File: config.mk
export PLATFORM = sky130hd
export DESIGN_NAME = metatile_vram_update_list_top
export DESIGN_NICKNAME = d
export VERILOG_FILES = /design/src/hdl/mvul_pkg.sv /design/src/hdl/mvul_front.sv /design/src/hdl/mvul_queue.sv /design/src/hdl/mvul_back.sv /design/src/hdl/metatile_vram_update_list_top.sv
export SDC_FILE = /design/constraint.sdc
export NUM_CORES = 1
export LEC_CHECK = 0
export BUFFER_PORTS_ARGS = -buffer_cell sky130_fd_sc_hd__buf_2
export CORE_MARGIN = 2
export CORE_UTILIZATION = 46
export CTS_CLUSTER_DIAMETER = 40
export DETAILED_ROUTE_END_ITERATION = 10
export GPL_ROUTABILITY_DRIVEN = 0
export PLACE_DENSITY = 0.57
export SYNTH_ARGS = -nofsm -noshare
export SYNTH_HDL_FRONTEND = slang
export SYNTH_SLANG_ARGS = --single-unit
File: constraint.sdc
create_clock -name clk -period 7.9 [get_ports clk]
set_input_delay 1.185 -clock clk [delete_from_list [all_inputs] [get_ports clk]]
set_output_delay 1.185 -clock clk [all_outputs]
set_load 0.01 [all_outputs]
File: src/hdl/mvul_pkg.sv
// Shared types and constants for the metatile update list generator.
package mvul_pkg;

	localparam logic [15:0] NT_BASE      = 16'h2000;
	localparam logic [7:0]  ATTR_ADDR_HI = 8'h23;   // (0x2000 + 0x3c0) >> 8
	localparam logic [7:0]  ATTR_LO_BASE = 8'hc0;   // low byte of 0x23c0
	localparam logic [7:0]  TILE_HI_OFS  = 8'd16;   // extra offset for codes above 7
	localparam logic [3:0]  TILE_LOW_MAX = 4'd7;

	localparam logic MODE_TILE   = 1'b0;
	localparam logic MODE_SHADOW = 1'b1;

	// list position: cells 0..3 then the attribute triple
	localparam logic [2:0] CELL_ATTR = 3'd4;
	localparam logic [1:0] POS_HI    = 2'd0;
	localparam logic [1:0] POS_LO    = 2'd1;
	localparam logic [1:0] POS_DATA  = 2'd2;

	localparam int Q_DEPTH = 4;
	localparam int Q_AW    = $clog2(Q_DEPTH);

	localparam int IN_W = 32;

	typedef struct packed {
		logic        mode;
		logic [15:0] addr;   // top-left cell address
		logic [7:0]  tile;   // top-left tile number
		logic [5:0]  aidx;   // attribute shadow index
		logic [1:0]  quad;   // {bottom, right}
		logic [1:0]  pal;
		logic [7:0]  sval;   // shadow preload value
	} mvul_cmd_t;

endpackage

File: src/hdl/mvul_front.sv
// Front end: decodes an incoming transaction into a queued command.
module mvul_front (
	input  logic                   s_tvalid,
	output logic                   s_tready,
	input  logic [mvul_pkg::IN_W-1:0] s_tdata,
	input  logic                   s_tuser,
	output logic                   push,
	input  logic                   push_ready,
	output mvul_pkg::mvul_cmd_t    push_cmd
);
	import mvul_pkg::*;

	logic [3:0] grid_x;
	logic [3:0] grid_y;
	logic [3:0] tile_code;
	logic [1:0] palette;
	logic [5:0] shadow_index;
	logic [7:0] shadow_value;
	logic [4:0] sx;
	logic [4:0] sy;
	logic [7:0] tile_lin;

	assign grid_x       = s_tdata[3:0];
	assign grid_y       = s_tdata[7:4];
	assign tile_code    = s_tdata[11:8];
	assign palette      = s_tdata[13:12];
	assign shadow_index = s_tdata[19:14];
	assign shadow_value = s_tdata[27:20];

	assign sx       = {1'b0, grid_x} + 5'd2;
	assign sy       = {1'b0, grid_y} + 5'd1;
	assign tile_lin = {3'b000, tile_code, 1'b0};

	always_comb begin
		push_cmd.mode = s_tuser;
		push_cmd.addr = NT_BASE + {10'd0, sx, 1'b0} + {5'd0, sy, 6'd0};
		push_cmd.tile = (tile_code > TILE_LOW_MAX) ? tile_lin + TILE_HI_OFS : tile_lin;
		push_cmd.quad = {sy[0], sx[0]};
		push_cmd.pal  = palette;
		push_cmd.sval = shadow_value;
		if (s_tuser == MODE_SHADOW) begin
			push_cmd.aidx = shadow_index;
		end else begin
			// row pair * 8 + column pair, wrapped to the table
			push_cmd.aidx = {sy[3:1], 3'b000} + {2'b00, sx[4:1]};
		end
	end

	assign push     = s_tvalid & push_ready;
	assign s_tready = push_ready;

endmodule

File: src/hdl/mvul_queue.sv
// Short command queue between front and back ends.
module mvul_queue (
	input  logic                clk,
	input  logic                arst_n,
	input  logic                push,
	output logic                push_ready,
	input  mvul_pkg::mvul_cmd_t push_cmd,
	output logic                pop_valid,
	input  logic                pop,
	output mvul_pkg::mvul_cmd_t pop_cmd
);
	import mvul_pkg::*;

	mvul_cmd_t       entry_q [Q_DEPTH];
	logic [Q_AW-1:0] wr_ptr_q;
	logic [Q_AW-1:0] rd_ptr_q;
	logic [Q_AW:0]   count_q;

	assign push_ready = (count_q != (Q_AW+1)'(Q_DEPTH));
	assign pop_valid  = (count_q != '0);
	assign pop_cmd    = entry_q[rd_ptr_q];

	always_ff @(posedge clk) begin
		if (push) begin
			entry_q[wr_ptr_q] <= push_cmd;
		end
	end

	always_ff @(posedge clk or negedge arst_n) begin
		if (!arst_n) begin
			wr_ptr_q <= '0;
			rd_ptr_q <= '0;
			count_q  <= '0;
		end else begin
			if (push) begin
				wr_ptr_q <= wr_ptr_q + 1'b1;
			end
			if (pop) begin
				rd_ptr_q <= rd_ptr_q + 1'b1;
			end
			case ({push, pop})
				2'b10:   count_q <= count_q + 1'b1;
				2'b01:   count_q <= count_q - 1'b1;
				default: count_q <= count_q;
			endcase
		end
	end

endmodule

File: src/hdl/mvul_back.sv
// Back end: attribute shadow read-modify-write and list byte serializer.
module mvul_back (
	input  logic                clk,
	input  logic                arst_n,
	input  logic                pop_valid,
	output logic                pop,
	input  mvul_pkg::mvul_cmd_t pop_cmd,
	output logic                m_tvalid,
	input  logic                m_tready,
	output logic [7:0]          m_tdata,
	output logic                m_tlast
);
	import mvul_pkg::*;

	// attribute shadow, valid bit per entry stands in for the reset clear
	logic [7:0]  shadow_mem [64];
	logic [63:0] shadow_vld_q;
	logic [7:0]  rd_data_q;
	logic        rd_vld_q;

	mvul_cmd_t   cmd_q;
	logic        busy_q;
	logic [2:0]  cell_q;
	logic [1:0]  pos_q;
	logic        wb_s1;
	logic [7:0]  attr_q;

	logic        out_vld_q;
	logic [7:0]  out_byte_q;
	logic        out_last_q;

	logic        load_ok;
	logic        emit;
	logic        is_last;
	logic        pop_shadow;
	logic        pop_tile;
	logic        wr_en;
	logic [5:0]  wr_idx;
	logic [7:0]  wr_data;
	logic [7:0]  rd_val;
	logic [7:0]  keep;
	logic [7:0]  attr_new;
	logic [2:0]  shift;
	logic [15:0] cell_addr;
	logic [7:0]  cell_tile;
	logic [7:0]  next_byte;

	assign load_ok    = !out_vld_q || m_tready;
	assign emit       = busy_q && load_ok;
	assign is_last    = (cell_q == CELL_ATTR) && (pos_q == POS_DATA);
	assign pop        = pop_valid && (!busy_q || (emit && is_last));
	assign pop_shadow = pop && (pop_cmd.mode == MODE_SHADOW);
	assign pop_tile   = pop && (pop_cmd.mode == MODE_TILE);

	// merge palette into its quadrant
	assign rd_val   = rd_vld_q ? rd_data_q : 8'h00;
	assign shift    = {cmd_q.quad, 1'b0};
	assign keep     = ~(8'h03 << shift);
	assign attr_new = (rd_val & keep) | ({6'd0, cmd_q.pal} << shift);

	// single write port: preload at pop, write-back in the cycle after a tile pop
	assign wr_en   = pop_shadow || wb_s1;
	assign wr_idx  = wb_s1 ? cmd_q.aidx : pop_cmd.aidx;
	assign wr_data = wb_s1 ? attr_new : pop_cmd.sval;

	always_ff @(posedge clk) begin
		if (wr_en) begin
			shadow_mem[wr_idx] <= wr_data;
		end
		if (pop_tile) begin
			rd_data_q <= shadow_mem[pop_cmd.aidx];
		end
	end

	always_ff @(posedge clk or negedge arst_n) begin
		if (!arst_n) begin
			shadow_vld_q <= '0;
			rd_vld_q     <= 1'b0;
		end else begin
			if (wr_en) begin
				shadow_vld_q[wr_idx] <= 1'b1;
			end
			if (pop_tile) begin
				rd_vld_q <= shadow_vld_q[pop_cmd.aidx];
			end
		end
	end

	// list byte for the current position
	assign cell_addr = cmd_q.addr + {10'd0, cell_q[1], 4'd0, cell_q[0]};
	assign cell_tile = cmd_q.tile + {3'd0, cell_q[1], 3'd0, cell_q[0]};

	always_comb begin
		case (pos_q)
			POS_HI:   next_byte = (cell_q == CELL_ATTR) ? ATTR_ADDR_HI : cell_addr[15:8];
			POS_LO:   next_byte = (cell_q == CELL_ATTR) ? (ATTR_LO_BASE | {2'b00, cmd_q.aidx})
			                                            : cell_addr[7:0];
			default:  next_byte = (cell_q == CELL_ATTR) ? attr_q : cell_tile;
		endcase
	end

	always_ff @(posedge clk) begin
		if (pop) begin
			cmd_q <= pop_cmd;
		end
		if (wb_s1) begin
			attr_q <= attr_new;
		end
		if (load_ok) begin
			out_byte_q <= next_byte;
			out_last_q <= is_last;
		end
	end

	always_ff @(posedge clk or negedge arst_n) begin
		if (!arst_n) begin
			busy_q    <= 1'b0;
			cell_q    <= '0;
			pos_q     <= POS_HI;
			wb_s1     <= 1'b0;
			out_vld_q <= 1'b0;
		end else begin
			wb_s1 <= pop_tile;
			if (load_ok) begin
				out_vld_q <= emit;
			end
			if (pop) begin
				busy_q <= pop_tile;
				cell_q <= '0;
				pos_q  <= POS_HI;
			end else if (emit) begin
				if (is_last) begin
					busy_q <= 1'b0;
				end
				if (pos_q == POS_DATA) begin
					pos_q  <= POS_HI;
					cell_q <= cell_q + 1'b1;
				end else begin
					pos_q <= pos_q + 1'b1;
				end
			end
		end
	end

	assign m_tvalid = out_vld_q;
	assign m_tdata  = out_byte_q;
	assign m_tlast  = out_last_q;

`ifndef SYNTH
	a_pos_range: assert property (@(posedge clk) disable iff (!arst_n)
		busy_q |-> (cell_q <= CELL_ATTR) && (pos_q <= POS_DATA))
		else $error("serializer position out of range");

	a_pop_only_at_end: assert property (@(posedge clk) disable iff (!arst_n)
		pop |-> (!busy_q || (emit && is_last)))
		else $error("command taken while list still in progress");

	a_one_write: assert property (@(posedge clk) disable iff (!arst_n)
		!(wb_s1 && pop_shadow))
		else $error("shadow write-back collides with preload");

	a_wb_follows_tile: assert property (@(posedge clk) disable iff (!arst_n)
		pop_tile |=> wb_s1 && busy_q && (cell_q == 3'd0))
		else $error("write-back not aligned with list start");
`endif

endmodule

File: src/hdl/metatile_vram_update_list_top.sv
// Top level of the metatile video-memory update list generator.
//
// Each mode 0 transaction (a metatile update) produces a 15-byte list on the
// master side: four (address high, address low, tile) triples for the 2x2
// cells in the order top-left, top-right, bottom-left, bottom-right, then the
// attribute byte's address and its new value, with tlast on the fifteenth
// byte. A mode 0 update's bytes leave the single-byte output serializer
// back to back unless m_tready stalls them, and updates stream with no gap
// between lists when the next one is queued. A mode 1 transaction preloads
// one entry of the 64-byte attribute shadow as it is popped and produces no
// bytes. The front end decodes transactions into a 4-entry command queue, so
// the slave side keeps accepting while the back end serializes; a finished
// byte waits in the output register while the next one is prepared. The
// shadow reads as all zeros after reset with no clearing pass (per-entry
// valid bits), and the read-modify-write of an entry completes before the
// next command is started, so updates always see earlier preloads.
module metatile_vram_update_list_top (
	input  logic        clk,
	input  logic        arst_n,
	input  logic        s_tvalid,
	output logic        s_tready,
	// [3:0] grid_x, [7:4] grid_y, [11:8] tile_code, [13:12] palette,
	// [19:14] shadow_index, [27:20] shadow_value, [31:28] zero
	input  logic [31:0] s_tdata,
	// [0] mode
	input  logic        s_tuser,
	output logic        m_tvalid,
	input  logic        m_tready,
	// [7:0] list_byte
	output logic [7:0]  m_tdata,
	// list_last
	output logic        m_tlast
);
	import mvul_pkg::*;

	logic      push;
	logic      push_ready;
	mvul_cmd_t push_cmd;
	logic      pop_valid;
	logic      pop;
	mvul_cmd_t pop_cmd;

	mvul_front u_front (
		.s_tvalid   (s_tvalid),
		.s_tready   (s_tready),
		.s_tdata    (s_tdata),
		.s_tuser    (s_tuser),
		.push       (push),
		.push_ready (push_ready),
		.push_cmd   (push_cmd)
	);

	mvul_queue u_queue (
		.clk        (clk),
		.arst_n     (arst_n),
		.push       (push),
		.push_ready (push_ready),
		.push_cmd   (push_cmd),
		.pop_valid  (pop_valid),
		.pop        (pop),
		.pop_cmd    (pop_cmd)
	);

	mvul_back u_back (
		.clk       (clk),
		.arst_n    (arst_n),
		.pop_valid (pop_valid),
		.pop       (pop),
		.pop_cmd   (pop_cmd),
		.m_tvalid  (m_tvalid),
		.m_tready  (m_tready),
		.m_tdata   (m_tdata),
		.m_tlast   (m_tlast)
	);

endmodule

==> metrics.md <==
| Metric | Value |
|---|---|
| Status | complete, no violations |
| Worst hold path class | reg -> reg |
| CTS tree | done |
| P&R area growth vs syn | 14.9% |
| Starting density of the core | 0.462 |
| Critical path startpoint category | flip-flop |
| Element type at the critical path end | flip-flop |
| Worst VDD drop | approximately 0.31 mV |
| R2R Setup Slk | slightly above 3000 ps |
| Initial drt markers | 1280 |
| Initial antenna violation count | 2 |
| Total CTS buffers | 108 |
| Yosys top cell by area | edfxtp_1 |
| Nets | 1847 |
| Number of hold buffers added after cts | 0 |
| Flops & latches, synth | roughly 770 |
| Post-synth top flop | edfxtp_1 |
| Mapped Cells | between 1500 and 2000 |
| Register area share after synthesis | 0.732 |
| Vias in the first global route | between 15000 and 20000 |
| PwrDens | 425 nW/µm² |
| Via-to-Cell Ratio | 5.58 |
| Overall routed net length | 67300 µm |
| CTS Sinks | 768 |
| Post-CTS sizing | 0 |
| Commonest cells post-synth | edfxtp_1 (688), mux2i_1 (245), mux4_2 (100), nor2_1 (95), dfrtp_1 (80) |
| Setup Crit Path Kind | reg -> reg |
| FF-to-FF Start | u_queue.rd_ptr_q[1]$_DFFE_PN0P_ |
| Total GRT Usage | 0.196 |
| Worst Max-Slew Pin Slew | about 1000 ps |
| Worst-skew pair later-pin latency | around 660 ps |
| Worst Hold End | u_back.shadow_vld_q[61]$_DFFE_PN0N_ |
| Final max-slew violation count | 0 |
| Die width | approximately 260 µm |
| Async set or reset register ratio after synthesis | 0.104 |
| Core Region | roughly 67000 µm² |
| Hold depth | 1 |
| Worst Path Required | 8260 ps |
| CP max FO | 40 |
| Period utilization | 0.605 |
| FP Rows | 95 |
| Post-route cell area | 35600 µm² |
| Cells after DPL | 2557 |
| Reg2Reg Depth | 10 |
| Hold path startpoint | u_back.shadow_vld_q[61]$_DFFE_PN0N_ |
| Maximum root-to-sink buffer count | 3 |
| Synth top area share | 0.668 |
| RSZ-0062 raised after global routing | false |
| Tmin final | 4780 ps |
| Detail Placement HPWL | about 39000 µm |
| Core Util, Final | 0.531 |
| Cell with the most instances after synthesis | edfxtp_1 |
| Post-DRT Antenna Nets | 0 |
| Fmax | approximately 0.21 GHz |
| Arrival time worst endpoint | between 5000 and 6000 ps |
| H-tree levels | 3 |
| Number of max-cap violations | 0 |
| First-pass GRT wire length | 101000 µm |
| CTS clock-pin slew for the worst setup and hold paths | 60 ps |
| DIE AREA | 69400 µm² |
| Fin. Hold Viols | 0 |
| Number of I/O pins | 48 |
| DRT Pass-1 Iters | 5 |
| Synthesized cell area | 30900 µm² |
| Leak | 12.4 nW |
| Fin worst setup slack | 3120 ps |
| DRC violations left | 0 |
| Distinct cells, synth | 53 |
| Pre-CTS setup slack | 3100 ps |
| Via count | 15400 |
| Setup TNS Final | 0 ps |
| Slew margin rel. | 0.309 |
| IO Port Bufs | 43 |
| Wire per inst | 24.4 µm |
| Share of cells above drive strength 1 | 0.207 |
| Finished Layout Cells | 2760 |
| Worst r2r dst | u_back.rd_data_q[4]$_DFFE_PP_ |
| Ranking of synthesized cells by area | edfxtp_1 (67%), mux2i_1 (7.9%), mux4_2 (7.3%), dfrtp_1 (6.5%), o21bai_1 (1.6%) |
| CTS Root Buffer Type | clkbuf_16 |
| Placed Area | 31900 µm² |
| Number of flops mapped to enable cells by yosys | between 600 and 700 |
| Largest net degree at the start of global routing | 66 |
| Syn_area_per_cell | 18.1 µm² |
| Worst clock skew | 20.8 ps |
| Die height | 263 µm |
| Post-CTS setup buffer count | 0 |
| Total global routing overflow | 0 |
| Diodes inserted | 0 |
| Endpoints failing setup | 0 |
| Ys Warns | 0 |
-- routing by layer --
layer | GRT usage | part of all wire
met2 | 0.317 | 0.48
met4 | 0.0573 | 0.018
met3 | 0.0377 | 0.054
met1 | 0.272 | 0.44
met5 | 0 | 0.00012
-- final cells by class --
type | count | area [µm²]
inverters | 19 | 73.8
clock buffers | 125 | 2830
multi-input cells | 826 | 7670
flip-flops and latches | 768 | 22700
clock inverters | 78 | 800
repair buffers | 71 | 428
well taps | 873 | 1090
fillers | 5309 | 31400
-- state kept, by name (all words and copies together), names as in the netlist, 3 cells and up --
signal / flops
u_back.shadow_vld_q: 64
u_queue.count_q: 3
u_back.rd_data_q: 8
u_back.shadow_mem: 512
u_back.cell_q: 3
u_back.m_tdata: 8
u_back.cmd_q: 23
u_queue.entry_q: 128
u_back.attr_q: 8
-- stage by stage --
stage                     hold slack, ps  power [mW]
after floorplan                      435        9.03
after global placement               452        10.5
after detailed placement             455        10.5
after CTS                            468        15.3
after global routing                 483        15.8
final                                473        15.1
-- cell usage in the layout (no fill, tap or decap), types with 8 or more instances in the layout --
cell type	instances
xnor2_1	9
inv_6	11
buf_2	42
nor3_1	11
o21ai_0	22
clkinv_1	11
nand3_1	21
edfxtp_1	688
nor2_1	95
buf_4	29
clkbuf_16	109
inv_1	17
mux4_2	99
dfrtp_1	79
ha_1	15
clkinv_2	17
clkinvlp_4	12
mux2i_1	245
bufinv_16	10
o21bai_1	64
clkinv_4	11
nand2_1	79
a22oi_1	8
nand2b_1	9
clkbuf_1	12
o22ai_1	26
o211ai_1	18
mux2_2	26
-- logic make-up (layout without fill, tap and decap cells) --
group,count (synthesis),in the layout,share of synthesized area
flip-flops,768,768,0.732
adder cells (fa/ha/maj),16,16,0.00671
XOR/XNOR,16,16,0.00453
AO/OA/AOI/OAI,171,171,0.0389
buffers and inverters,118,293,0.0203
AND/OR/NAND/NOR,247,247,0.0351
multiplexers,372,372,0.162
other,1,4,0.000121
-- worst max path at each step --
stage | start | to | slack, ps | depth (start not counted)
finish | u_queue.rd_ptr_q[1]$_DFFE_PN0P_ | u_back.rd_data_q[4]$_DFFE_PP_ | 3120 | 10
global route | u_queue.rd_ptr_q[1]$_DFFE_PN0P_ | u_back.rd_data_q[4]$_DFFE_PP_ | 2830 | 10
CTS | u_queue.rd_ptr_q[1]$_DFFE_PN0P_ | u_back.rd_data_q[4]$_DFFE_PP_ | 3090 | 10
detailed placement | u_queue.rd_ptr_q[1]$_DFFE_PN0P_ | u_back.rd_data_q[4]$_DFFE_PP_ | 3100 | 10
global placement | u_queue.rd_ptr_q[1]$_DFFE_PN0P_ | u_back.rd_data_q[4]$_DFFE_PP_ | 3150 | 10
floorplan | m_tready | u_back.shadow_mem[17][0]$_DFFE_PP_ | 4100 | 10
-- power by group --
part | internal (mW) | switching [mW]
sequential | 5.46 | 0.170
clock | 2.92 | 1.82
combinational | 1.70 | 3.04
total | 10.1 | 5.03
-- critical path: stages, from the launching register on --
cell and delay [ps]:
dfrtp_1 330, buf_4 500, mux4_4 820, buf_4 680, buf_4 620, mux2i_1 310, mux2i_1 110, o22ai_1 360
nor3_1 210, o21ai_0 270, nand3_1 180
(Power assumes the default switching activity.)
